File: src/rtl/core/ltc_pkg.sv
// ltc_pkg: shared types, constants, keyword tables and helpers of the leading token classifier
// no dependencies; used by ltc_char_class, ltc_scanner and leading_token_classifier
`default_nettype none

package ltc_pkg;

   // line and name limits
   localparam int NAME_LIMIT = 32;
   localparam int LINE_LIMIT = 256;

   localparam logic [7:0] NAME_MAX = 8'(NAME_LIMIT - 1);
   localparam logic [7:0] POS_MAX  = 8'(LINE_LIMIT - 1);
   localparam logic [7:0] RUN_MAX  = 8'hFF;

   // token kinds
   localparam logic [5:0] KIND_INCLUDE     = 6'd9;
   localparam logic [5:0] KIND_IDENT       = 6'd14;
   localparam logic [5:0] KIND_NUMBER      = 6'd15;
   localparam logic [5:0] KIND_SYMBOL_BASE = 6'd16;
   localparam logic [5:0] KIND_UNKNOWN     = 6'd35;

   // keyword table: 14 keywords then the include directive
   localparam int KW_COUNT   = 14;
   localparam int KW_ENTRIES = 15;
   localparam int HASH_ENTRY = 14;
   localparam logic [7:0] HASH_LENGTH = 8'd8;
   localparam logic [14:0] ALL_ALIVE = 15'h7FFF;

   localparam logic [7:0] KW_TEXT [KW_ENTRIES][8] = '{
      '{"i", "n", "t", 8'h00, 8'h00, 8'h00, 8'h00, 8'h00},
      '{"f", "l", "o", "a", "t", 8'h00, 8'h00, 8'h00},
      '{"c", "h", "a", "r", 8'h00, 8'h00, 8'h00, 8'h00},
      '{"v", "o", "i", "d", 8'h00, 8'h00, 8'h00, 8'h00},
      '{"i", "f", 8'h00, 8'h00, 8'h00, 8'h00, 8'h00, 8'h00},
      '{"e", "l", "s", "e", 8'h00, 8'h00, 8'h00, 8'h00},
      '{"w", "h", "i", "l", "e", 8'h00, 8'h00, 8'h00},
      '{"f", "o", "r", 8'h00, 8'h00, 8'h00, 8'h00, 8'h00},
      '{"r", "e", "t", "u", "r", "n", 8'h00, 8'h00},
      '{"i", "n", "c", "l", "u", "d", "e", 8'h00},
      '{"d", "e", "f", "i", "n", "e", 8'h00, 8'h00},
      '{"s", "t", "r", "u", "c", "t", 8'h00, 8'h00},
      '{"p", "r", "i", "n", "t", "f", 8'h00, 8'h00},
      '{"s", "c", "a", "n", "f", 8'h00, 8'h00, 8'h00},
      '{"#", "i", "n", "c", "l", "u", "d", "e"}
   };

   localparam logic [3:0] KW_LEN [KW_ENTRIES] = '{
      4'd3, 4'd5, 4'd4, 4'd4, 4'd2, 4'd4, 4'd5, 4'd3,
      4'd6, 4'd7, 4'd6, 4'd6, 4'd6, 4'd5, 4'd8
   };

   // single-character symbols in kind order
   localparam int SYM_COUNT = 19;
   localparam logic [7:0] SYM_CHARS [SYM_COUNT] = '{
      "=", ";", "(", ")", "{", "}", ",", "[", "]", "+",
      "-", "*", "/", "<", ">", "&", "|", "!", "\""
   };

   localparam logic [7:0] CHAR_HASH  = "#";
   localparam logic [7:0] CHAR_UNDER = "_";
   localparam logic [7:0] CHAR_AMP   = "&";
   localparam logic [7:0] CHAR_BAR   = "|";
   localparam logic [7:0] CHAR_BANG  = "!";

   typedef enum logic [1:0] {
      PH_SKIP,
      PH_IN,
      PH_DONE
   } phase_type;

   typedef enum logic [1:0] {
      RC_WORD,
      RC_NUMBER,
      RC_HASH,
      RC_UNKNOWN
   } run_class_type;

   typedef struct packed {
      logic       is_space;
      logic       is_alpha;
      logic       is_digit;
      logic       is_under;
      logic       is_hash;
      logic       is_symbol;
      logic       sym_double;
      logic [4:0] sym_index;
   } char_class_type;

   typedef struct packed {
      logic [5:0] kind;
      logic [7:0] start;
      logic [7:0] length;
      logic       too_long;
   } result_type;

   typedef struct packed {
      logic       hit;
      logic [3:0] index;
   } kw_match_type;

   function automatic logic [7:0] sat_inc(input logic [7:0] v, input logic [7:0] lim);
      return (v < lim) ? v + 8'd1 : lim;
   endfunction

   // live keyword whose full length equals the run, lowest index first
   function automatic kw_match_type kw_match(input logic [14:0] alive, input logic [7:0] run);
      kw_match_type m;
      m = '0;
      for (int i = KW_COUNT - 1; i >= 0; i--) begin
         if (alive[i] && ({4'b0, KW_LEN[i]} == run)) begin
            m.hit   = 1'b1;
            m.index = 4'(i);
         end
      end
      return m;
   endfunction

   // keep entries whose next character matches
   function automatic logic [14:0] kw_advance(input logic [14:0] alive, input logic [7:0] run,
                                              input logic [7:0] c);
      logic [14:0] a;
      a = '0;
      for (int i = 0; i < KW_ENTRIES; i++) begin
         a[i] = alive[i] && (run < {4'b0, KW_LEN[i]}) && (KW_TEXT[i][run[2:0]] == c);
      end
      return a;
   endfunction

endpackage

`default_nettype wire

File: src/rtl/core/leading_token_classifier.sv
// result path: a character's transaction lands in the input register, and the line's result is
// registered in the result register; an end-of-line character waits while that register is full
// throughput: one character per cycle otherwise, set by the line-state update in the scanner
// reset: synchronous, active high; empties both registers and returns the line state to
// whitespace skipping at position zero
`default_nettype none

module leading_token_classifier (
   input  wire logic       clock,
   input  wire logic       reset,
   // character channel
   input  wire logic       req_valid,
   output logic            req_ready,
   input  wire logic [7:0] req_ch,
   input  wire logic       req_end_of_line,
   // token result channel
   output logic            rsp_valid,
   input  wire logic       rsp_ready,
   output logic [5:0]      rsp_token_kind,
   output logic [7:0]      rsp_token_start,
   output logic [7:0]      rsp_token_length,
   output logic            rsp_too_long
);

   // input register
   logic       in_valid_ff, in_valid_in;
   logic [7:0] in_ch_ff;
   logic       in_eol_ff;

   // result register
   logic                rsp_valid_ff, rsp_valid_in;
   ltc_pkg::result_type rsp_data_ff;

   logic                    req_take;
   logic                    out_free;
   logic                    step_en;
   logic                    res_fire;
   ltc_pkg::char_class_type cls;
   ltc_pkg::result_type     result;

   // the result slot is free when empty or being drained this cycle
   assign out_free = !rsp_valid_ff || rsp_ready;
   // characters without an end-of-line mark never need the result slot
   assign step_en   = in_valid_ff && (!in_eol_ff || out_free);
   assign req_ready = !in_valid_ff || step_en;
   assign req_take  = req_valid && req_ready;

   assign in_valid_in  = req_take || (in_valid_ff && !step_en);
   assign rsp_valid_in = res_fire || (rsp_valid_ff && !rsp_ready);

   always_ff @(posedge clock) begin
      if (reset) begin
         in_valid_ff <= 1'b0;
      end else begin
         in_valid_ff <= in_valid_in;
      end
   end

   // payload of the input register, no reset needed
   always_ff @(posedge clock) begin
      if (req_take) begin
         in_ch_ff  <= req_ch;
         in_eol_ff <= req_end_of_line;
      end
   end

   // character classes for the held character
   ltc_char_class u_char_class (
      .ch  (in_ch_ff),
      .cls (cls)
   );

   // line state and token decision, one character per step
   ltc_scanner u_scanner (
      .clock       (clock),
      .reset       (reset),
      .step_en     (step_en),
      .ch          (in_ch_ff),
      .end_of_line (in_eol_ff),
      .cls         (cls),
      .res_fire    (res_fire),
      .result      (result)
   );

   always_ff @(posedge clock) begin
      if (reset) begin
         rsp_valid_ff <= 1'b0;
      end else begin
         rsp_valid_ff <= rsp_valid_in;
      end
   end

   // result payload, loaded once per line
   always_ff @(posedge clock) begin
      if (res_fire) begin
         rsp_data_ff <= result;
      end
   end

   assign rsp_valid        = rsp_valid_ff;
   assign rsp_token_kind   = rsp_data_ff.kind;
   assign rsp_token_start  = rsp_data_ff.start;
   assign rsp_token_length = rsp_data_ff.length;
   assign rsp_too_long     = rsp_data_ff.too_long;

`ifndef SYNTHESIS
   // a finished line never overwrites a result that is still waiting
   a_no_overwrite: assert property (@(posedge clock) disable iff (reset)
      res_fire |-> (!rsp_valid_ff || rsp_ready))
      else $error("result register overwritten while occupied");

   // a new result only ever follows an end-of-line step
   a_rsp_from_eol: assert property (@(posedge clock) disable iff (reset)
      $rose(rsp_valid_ff) |-> $past(res_fire))
      else $error("result appeared without an end-of-line step");

   // the length flag belongs to identifiers and numbers only
   a_too_long_kind: assert property (@(posedge clock) disable iff (reset)
      (rsp_valid_ff && rsp_too_long) |->
         (rsp_token_kind == ltc_pkg::KIND_IDENT || rsp_token_kind == ltc_pkg::KIND_NUMBER))
      else $error("too_long set on a kind other than identifier or number");
`endif

endmodule

`default_nettype wire

File: src/rtl/core/ltc_char_class.sv
// ltc_char_class: character classification for the leading token classifier
// depends on ltc_pkg
`default_nettype none

module ltc_char_class (
   input  wire logic [7:0]           ch,
   output ltc_pkg::char_class_type   cls
);

   logic       sym_hit;
   logic [4:0] sym_idx;

   always_comb begin
      sym_hit = 1'b0;
      sym_idx = '0;
      for (int i = ltc_pkg::SYM_COUNT - 1; i >= 0; i--) begin
         if (ch == ltc_pkg::SYM_CHARS[i]) begin
            sym_hit = 1'b1;
            sym_idx = 5'(i);
         end
      end
   end

   always_comb begin
      cls.is_space   = (ch == 8'd32) || ((ch >= 8'd9) && (ch <= 8'd13));
      cls.is_alpha   = ((ch >= "a") && (ch <= "z")) || ((ch >= "A") && (ch <= "Z"));
      cls.is_digit   = (ch >= "0") && (ch <= "9");
      cls.is_under   = (ch == ltc_pkg::CHAR_UNDER);
      cls.is_hash    = (ch == ltc_pkg::CHAR_HASH);
      cls.is_symbol  = sym_hit;
      cls.sym_index  = sym_idx;
      // these report a two-character text without looking ahead
      cls.sym_double = (ch == ltc_pkg::CHAR_AMP) || (ch == ltc_pkg::CHAR_BAR)
                       || (ch == ltc_pkg::CHAR_BANG);
   end

endmodule

`default_nettype wire

File: src/rtl/core/ltc_scanner.sv
// ltc_scanner: per-line state and single-pass token decision for one character
// depends on ltc_pkg; fed by ltc_char_class
`default_nettype none

module ltc_scanner (
   input  wire logic                     clock,
   input  wire logic                     reset,
   input  wire logic                     step_en,
   input  wire logic [7:0]               ch,
   input  wire logic                     end_of_line,
   input  wire ltc_pkg::char_class_type  cls,
   output logic                          res_fire,
   output ltc_pkg::result_type           result
);

   ltc_pkg::phase_type     phase_ff, phase_in;
   ltc_pkg::run_class_type class_ff, class_in;
   logic [7:0]             pos_ff, pos_in;
   logic [7:0]             start_ff, start_in;
   logic [14:0]            alive_ff, alive_in;
   logic [7:0]             run_ff, run_in;
   logic [5:0]             kind_ff, kind_in;
   logic [7:0]             len_ff, len_in;
   logic                   long_ff, long_in;

   ltc_pkg::kw_match_type  word_hit;
   ltc_pkg::kw_match_type  end_hit;
   logic                   is_alnum;

   assign is_alnum = cls.is_alpha || cls.is_digit;
   assign res_fire = step_en && end_of_line;

   always_comb begin
      phase_in = phase_ff;
      class_in = class_ff;
      start_in = start_ff;
      alive_in = alive_ff;
      run_in   = run_ff;
      kind_in  = kind_ff;
      len_in   = len_ff;
      long_in  = long_ff;
      pos_in   = ltc_pkg::sat_inc(pos_ff, ltc_pkg::POS_MAX);
      word_hit = '0;
      end_hit  = '0;

      // first non-space character opens the token
      if ((phase_ff == ltc_pkg::PH_SKIP) && !cls.is_space) begin
         start_in = pos_ff;
         run_in   = '0;
         alive_in = ltc_pkg::ALL_ALIVE;
         phase_in = ltc_pkg::PH_IN;
         if (cls.is_hash) begin
            class_in = ltc_pkg::RC_HASH;
         end else if (cls.is_alpha || cls.is_under) begin
            class_in = ltc_pkg::RC_WORD;
         end else if (cls.is_digit) begin
            class_in = ltc_pkg::RC_NUMBER;
         end else begin
            class_in = ltc_pkg::RC_UNKNOWN;
            if (cls.is_symbol) begin
               phase_in = ltc_pkg::PH_DONE;
               kind_in  = ltc_pkg::KIND_SYMBOL_BASE + {1'b0, cls.sym_index};
               len_in   = cls.sym_double ? 8'd2 : 8'd1;
               long_in  = 1'b0;
            end
         end
      end

      // consume the character inside the token
      if (phase_in == ltc_pkg::PH_IN) begin
         word_hit = ltc_pkg::kw_match(alive_in, run_in);
         case (class_in)
            ltc_pkg::RC_WORD: begin
               if (!is_alnum && word_hit.hit) begin
                  phase_in = ltc_pkg::PH_DONE;
                  kind_in  = {2'b0, word_hit.index};
                  len_in   = run_in;
                  long_in  = 1'b0;
               end else if (is_alnum || cls.is_under) begin
                  alive_in = ltc_pkg::kw_advance(alive_in, run_in, ch);
                  run_in   = ltc_pkg::sat_inc(run_in, ltc_pkg::RUN_MAX);
               end else begin
                  phase_in = ltc_pkg::PH_DONE;
                  kind_in  = ltc_pkg::KIND_IDENT;
                  if ({1'b0, run_in} >= 9'(ltc_pkg::NAME_LIMIT)) begin
                     len_in  = ltc_pkg::NAME_MAX;
                     long_in = 1'b1;
                  end else begin
                     len_in  = run_in;
                     long_in = 1'b0;
                  end
               end
            end
            ltc_pkg::RC_NUMBER: begin
               if (cls.is_digit) begin
                  run_in = ltc_pkg::sat_inc(run_in, ltc_pkg::RUN_MAX);
               end else begin
                  phase_in = ltc_pkg::PH_DONE;
                  kind_in  = ltc_pkg::KIND_NUMBER;
                  if ({1'b0, run_in} >= 9'(ltc_pkg::NAME_LIMIT)) begin
                     len_in  = ltc_pkg::NAME_MAX;
                     long_in = 1'b1;
                  end else begin
                     len_in  = run_in;
                     long_in = 1'b0;
                  end
               end
            end
            ltc_pkg::RC_HASH: begin
               if ((run_in < ltc_pkg::HASH_LENGTH)
                   && (ltc_pkg::KW_TEXT[ltc_pkg::HASH_ENTRY][run_in[2:0]] == ch)) begin
                  run_in = ltc_pkg::sat_inc(run_in, ltc_pkg::RUN_MAX);
                  if (run_in == ltc_pkg::HASH_LENGTH) begin
                     phase_in = ltc_pkg::PH_DONE;
                     kind_in  = ltc_pkg::KIND_INCLUDE;
                     len_in   = ltc_pkg::HASH_LENGTH;
                     long_in  = 1'b0;
                  end
               end else begin
                  class_in = ltc_pkg::RC_UNKNOWN;
                  run_in   = ltc_pkg::sat_inc(run_in, ltc_pkg::RUN_MAX);
               end
            end
            default: begin
               run_in = ltc_pkg::sat_inc(run_in, ltc_pkg::RUN_MAX);
            end
         endcase
      end

      // close the line
      if (end_of_line) begin
         if (phase_in == ltc_pkg::PH_SKIP) begin
            start_in = pos_in;
            kind_in  = ltc_pkg::KIND_UNKNOWN;
            len_in   = '0;
            long_in  = 1'b0;
         end else if (phase_in == ltc_pkg::PH_IN) begin
            end_hit = ltc_pkg::kw_match(alive_in, run_in);
            long_in = 1'b0;
            if ((class_in == ltc_pkg::RC_WORD) && end_hit.hit) begin
               kind_in = {2'b0, end_hit.index};
               len_in  = run_in;
            end else if ((class_in == ltc_pkg::RC_WORD)
                         || (class_in == ltc_pkg::RC_NUMBER)) begin
               kind_in = (class_in == ltc_pkg::RC_WORD) ? ltc_pkg::KIND_IDENT
                                                        : ltc_pkg::KIND_NUMBER;
               if ({1'b0, run_in} >= 9'(ltc_pkg::NAME_LIMIT)) begin
                  len_in  = ltc_pkg::NAME_MAX;
                  long_in = 1'b1;
               end else begin
                  len_in  = run_in;
               end
            end else begin
               kind_in = ltc_pkg::KIND_UNKNOWN;
               len_in  = (run_in > ltc_pkg::POS_MAX) ? ltc_pkg::POS_MAX : run_in;
            end
         end
      end

      result.kind     = kind_in;
      result.start    = start_in;
      result.length   = len_in;
      result.too_long = long_in;

      // every line starts from the reset state
      if (end_of_line) begin
         phase_in = ltc_pkg::PH_SKIP;
         class_in = ltc_pkg::RC_WORD;
         pos_in   = '0;
         start_in = '0;
         alive_in = ltc_pkg::ALL_ALIVE;
         run_in   = '0;
         kind_in  = '0;
         len_in   = '0;
         long_in  = 1'b0;
      end
   end

   always_ff @(posedge clock) begin
      if (reset) begin
         phase_ff <= ltc_pkg::PH_SKIP;
         class_ff <= ltc_pkg::RC_WORD;
         pos_ff   <= '0;
         start_ff <= '0;
         alive_ff <= ltc_pkg::ALL_ALIVE;
         run_ff   <= '0;
         kind_ff  <= '0;
         len_ff   <= '0;
         long_ff  <= 1'b0;
      end else if (step_en) begin
         phase_ff <= phase_in;
         class_ff <= class_in;
         pos_ff   <= pos_in;
         start_ff <= start_in;
         alive_ff <= alive_in;
         run_ff   <= run_in;
         kind_ff  <= kind_in;
         len_ff   <= len_in;
         long_ff  <= long_in;
      end
   end

endmodule

`default_nettype wire
File: config.mk
export PLATFORM = sky130hd
export DESIGN_NAME = leading_token_classifier
export DESIGN_NICKNAME = d
export VERILOG_FILES = /design/src/rtl/core/ltc_pkg.sv /design/src/rtl/core/leading_token_classifier.sv /design/src/rtl/core/ltc_char_class.sv /design/src/rtl/core/ltc_scanner.sv
export SDC_FILE = /design/constraint.sdc
export NUM_CORES = 1
export LEC_CHECK = 0
export ABC_AREA = 1
export BUFFER_PORTS_ARGS = -buffer_cell sky130_fd_sc_hd__buf_2
export CAP_MARGIN = 25
export CORE_ASPECT_RATIO = 2
export CORE_MARGIN = 2
export CORE_UTILIZATION = 46
export CTS_CLUSTER_DIAMETER = 150
export DETAILED_ROUTE_END_ITERATION = 7
export PLACE_DENSITY_LB_ADDON = 0.05
export SLEW_MARGIN = 15
export SYNTH_ARGS = -nofsm -noshare
export SYNTH_HDL_FRONTEND = slang
export SYNTH_HIERARCHICAL = 1
export SYNTH_SLANG_ARGS = --single-unit
export TNS_END_PERCENT = 20
File: constraint.sdc
create_clock -name clock -period 5.69 [get_ports clock]
set_input_delay 0.569 -clock clock [delete_from_list [all_inputs] [get_ports clock]]
set_output_delay 0.569 -clock clock [all_outputs]
set_load 0.01 [all_outputs]
==> metrics.md <==
| Metric | Value |
|---|---|
| Antenna violations before repair | 0 |
| Met1 WL | 10,570 um |
| Post-CTS Hold Fix Bufs | 0 |
| Clock tree sinks | 91 |
| # setup viols final | 0 |
| CP most frequent cell | nand2_1 |
| PortBufs | 37 |
| Slowest stage delay, CP | ~0.53 ns |
| Clock transition at path regs | about 0.060 ns |
| Top Metal Used | met4 |
| Hold crit path type | in2reg |
| Antenna viol nets, final | 0 |
| Die ar. | 18,290 um^2 |
| Setup slack, reg-to-reg | 0.47 ns |
| Clk_lat worst skew | 0.36 ns |
| Wire per inst | ~23 um |
| CP max FO | 11 |
| 1st-pass router iterations | 8 |
| Ports | 38 |
| Worst Path Required | 5.79 ns |
| Gr usage total | 37.49% |
| Die extent in x | 96.64 um |
| CTS root buf | clkbuf_16 |
| GRT overflow | 0 |
| FP Rows | 67 |
| Syn nets | approximately 1,200 |
| Synth area leader | dfxtp_1 |
| Syn avg cell area | around 6.5 um^2 |
| Outcome | finished, final reports clean |
| Setup repair bufs after CTS | 0 |
| VDD IR-drop max | ~260 uV |
| DR WL met3 | roughly 1600 um |
| Die Height | between 150 and 200 um |
| Post-synth top flop | dfxtp_1 |
| Leakage | 4.113 nW |
| Post-route DRC | 0 |
| Worst Path Arrival | around 5.3 ns |
| Number of synthesized register bits | between 90 and 100 |
| TritonCTS clock tree | yes |
| Final hold violation count | 0 |
| Max cap viols | 0 |
| Largest net degree at the start of global routing | 53 |
| RSZ-0062 raised after global routing | no |
| Placer Congestion | 1.108 |
| Slew at the pin closest to its max-slew limit | 0.7951 ns |
| PwrDens | roughly 240 nW/um^2 |
| Skew final | a little under 0.008 ns |
| Post-Syn Area | 7895 um^2 |
| Final Cycle Share | 91.80% |
| P&R area growth vs syn | 10.59% |
| Distinct cell type count after synthesis | 69 |
| H-tree Lvls | 3 |
| Critical Path Start Type | flop |
| Final #Nets | 1,284 |
| Initial DRC count | roughly 420 |
| Number of global-route vias before repair | 8,667 |
| Yosys warnings | 6 |
| Total Negative Setup Slacks | 0 ns |
| Vias | 8,870 |
| CTS buffer count | 9 |
| Min Tclk post-route | 5.223 ns |
| Fraction of registers with async set/reset | 0% |
| Share of the synthesized area in the top cell type | between 10 and 15% |
| Layout cells sized above 1 | between 10% and 20% |
| Most frequent cells in the layout | nand2_1 (302), inv_1 (117), nor2_1 (105), nand3_1 (87), a21oi_1 (83) |
| Post-CTS resize count | 0 |
| Most common cell after layout, fill and taps aside | nand2_1 |
| Critical path class | reg2reg |
| Starting Density | 47.09% |
| Slew HR | 46.32% |
| DPL Wire Length | ~27,000 um |
| Worst setup EP type | flop |
| Clock Tree Buf Depth | 2 |
| Global-route wire length before repair | 51,400 um |
| Total wire length | about 34,000 um |
| Post-synth EDFFs | 32 |
| Fill cells | between 1,500 and 2,000 |
| Post-Synthesis Cells | 1,219 |
| Vias per cell | 6.018 |
| Tot Pwr | 2.059 mW |
| # diodes | 0 |
| Sequential share of the synthesized area | 27.13% |
| Critical path's slowest cell | edfxtp_1 |
| Core area | 16,770 um^2 |
| Max-slew violations | 0 |
| Met2 Wirelength | 17,730 um |
| Fmax | around 0.19 GHz |
| Top cells by area, synth | dfxtp_1 (15%), nand2_1 (14%), edfxtp_1 (12%) |
## cells in the mapped netlist, drive strengths merged, types with 8 or more instances
cell / number
o21ai: 79
nor4: 8
ha: 9
inv: 148
o31ai: 8
clkbuf: 26
edfxtp: 32
xor2: 36
or2: 22
nand2: 325
o221ai: 9
nand4: 37
a21oi: 84
nor3: 23
buf: 22
o211ai: 23
nand3: 89
nor2: 128
dfxtp: 59
## metal layers
layer  global-route usage, %  vias to the layer above
met1                   33.06                     4117
met4                   38.14                        0
met2                   68.40                      376
met5                       0                        -
met3                   6.460                      201
li1                        -                     4176
## sequential cells by signal (all words and copies together) (netlist names)
name and count:
u_scanner/alive_ff 14, in_ch_ff 8, rsp_token_length 8, rsp_token_start 8
u_scanner/len_ff 8, u_scanner/pos_ff 8, u_scanner/run_ff 8, u_scanner/start_ff 8
rsp_token_kind 6, u_scanner/kind_ff 6, u_scanner/class_ff 2, u_scanner/phase_ff 2
in_eol_ff 1, in_valid_ff 1, rsp_too_long 1, rsp_valid 1
u_scanner/long_ff 1
## per-stage QoR
stage | instances | setup slack (ns) | util (%) | hold WS [ns] | area, um^2
5_1_grt | 1474 | 0.006882 | 52.07 | 0.3794 | 8731
3_3_place_gp | 1458 | 0.4800 | 50.29 | 0.4490 | 8432
4_1_cts | 1474 | 0.4736 | 51.87 | 0.3784 | 8696
3_5_place_dp | 1458 | 0.5021 | 50.29 | 0.4520 | 8432
6_report | 1474 | 0.4665 | 52.07 | 0.3813 | 8731
2_1_floorplan | 1219 | 1.259 | - | 0.4343 | 7895
## path summary, 6_finish.rpt
| check | endpoint | cells past startpoint | startpoint |
|---|---|---|---|
| worst max-delay path | rsp_token_kind[2] | 35 | in_ch_ff[7] |
| worst min-delay path | in_ch_ff[5] | 1 | req_ch[5] |
| worst max register to register | rsp_token_kind[2] | 35 | in_ch_ff[7] |
| worst min register to register | u_scanner/start_ff[3] | 2 | u_scanner/start_ff[3] |
## power breakdown
group / internal (mW) / total (mW) / switching, mW
sequential: 0.718 / 0.749 / 0.0308
combinational: 0.218 / 0.757 / 0.539
clock: 0.295 / 0.553 / 0.259
## worst max-delay path, delay by kind of cell, from the launching register on
kind | cells | cell delay (ns)
compound gates | 1 | 0.15
flops | 1 | 0.53
buf+inv | 4 | 0.48
simple gates | 29 | 3.59
fa+ha+maj | 1 | 0.19
## logic make-up (layout without fill, tap and decap cells)
| kind of cell | Yosys count | count (layout) | share of synthesized area, % |
|---|---|---|---|
| simple gates | 638 | 638 | 37.86 |
| compound gates | 240 | 240 | 18.56 |
| buf+inv | 198 | 246 | 10.16 |
| flops | 91 | 91 | 27.13 |
| xor+xnor | 39 | 39 | 4.326 |
| fa+ha+maj | 9 | 9 | 1.426 |
| mux | 4 | 4 | 0.5388 |
## area by class of cell
class / count / area, um^2 / share of cell area (%)
clock buffer: 11 / 232.7 / 2.666
multi-input combinational: 930 / 4992 / 57.18
clock inverter: 5 / 31.28 / 0.3583
timing repair buffer: 80 / 508.0 / 5.818
sequential: 91 / 2142 / 24.53
inverter: 150 / 565.5 / 6.477
tap: 207 / 259.0 / 2.966
Note: power is estimated with default switching activity, not from simulation.
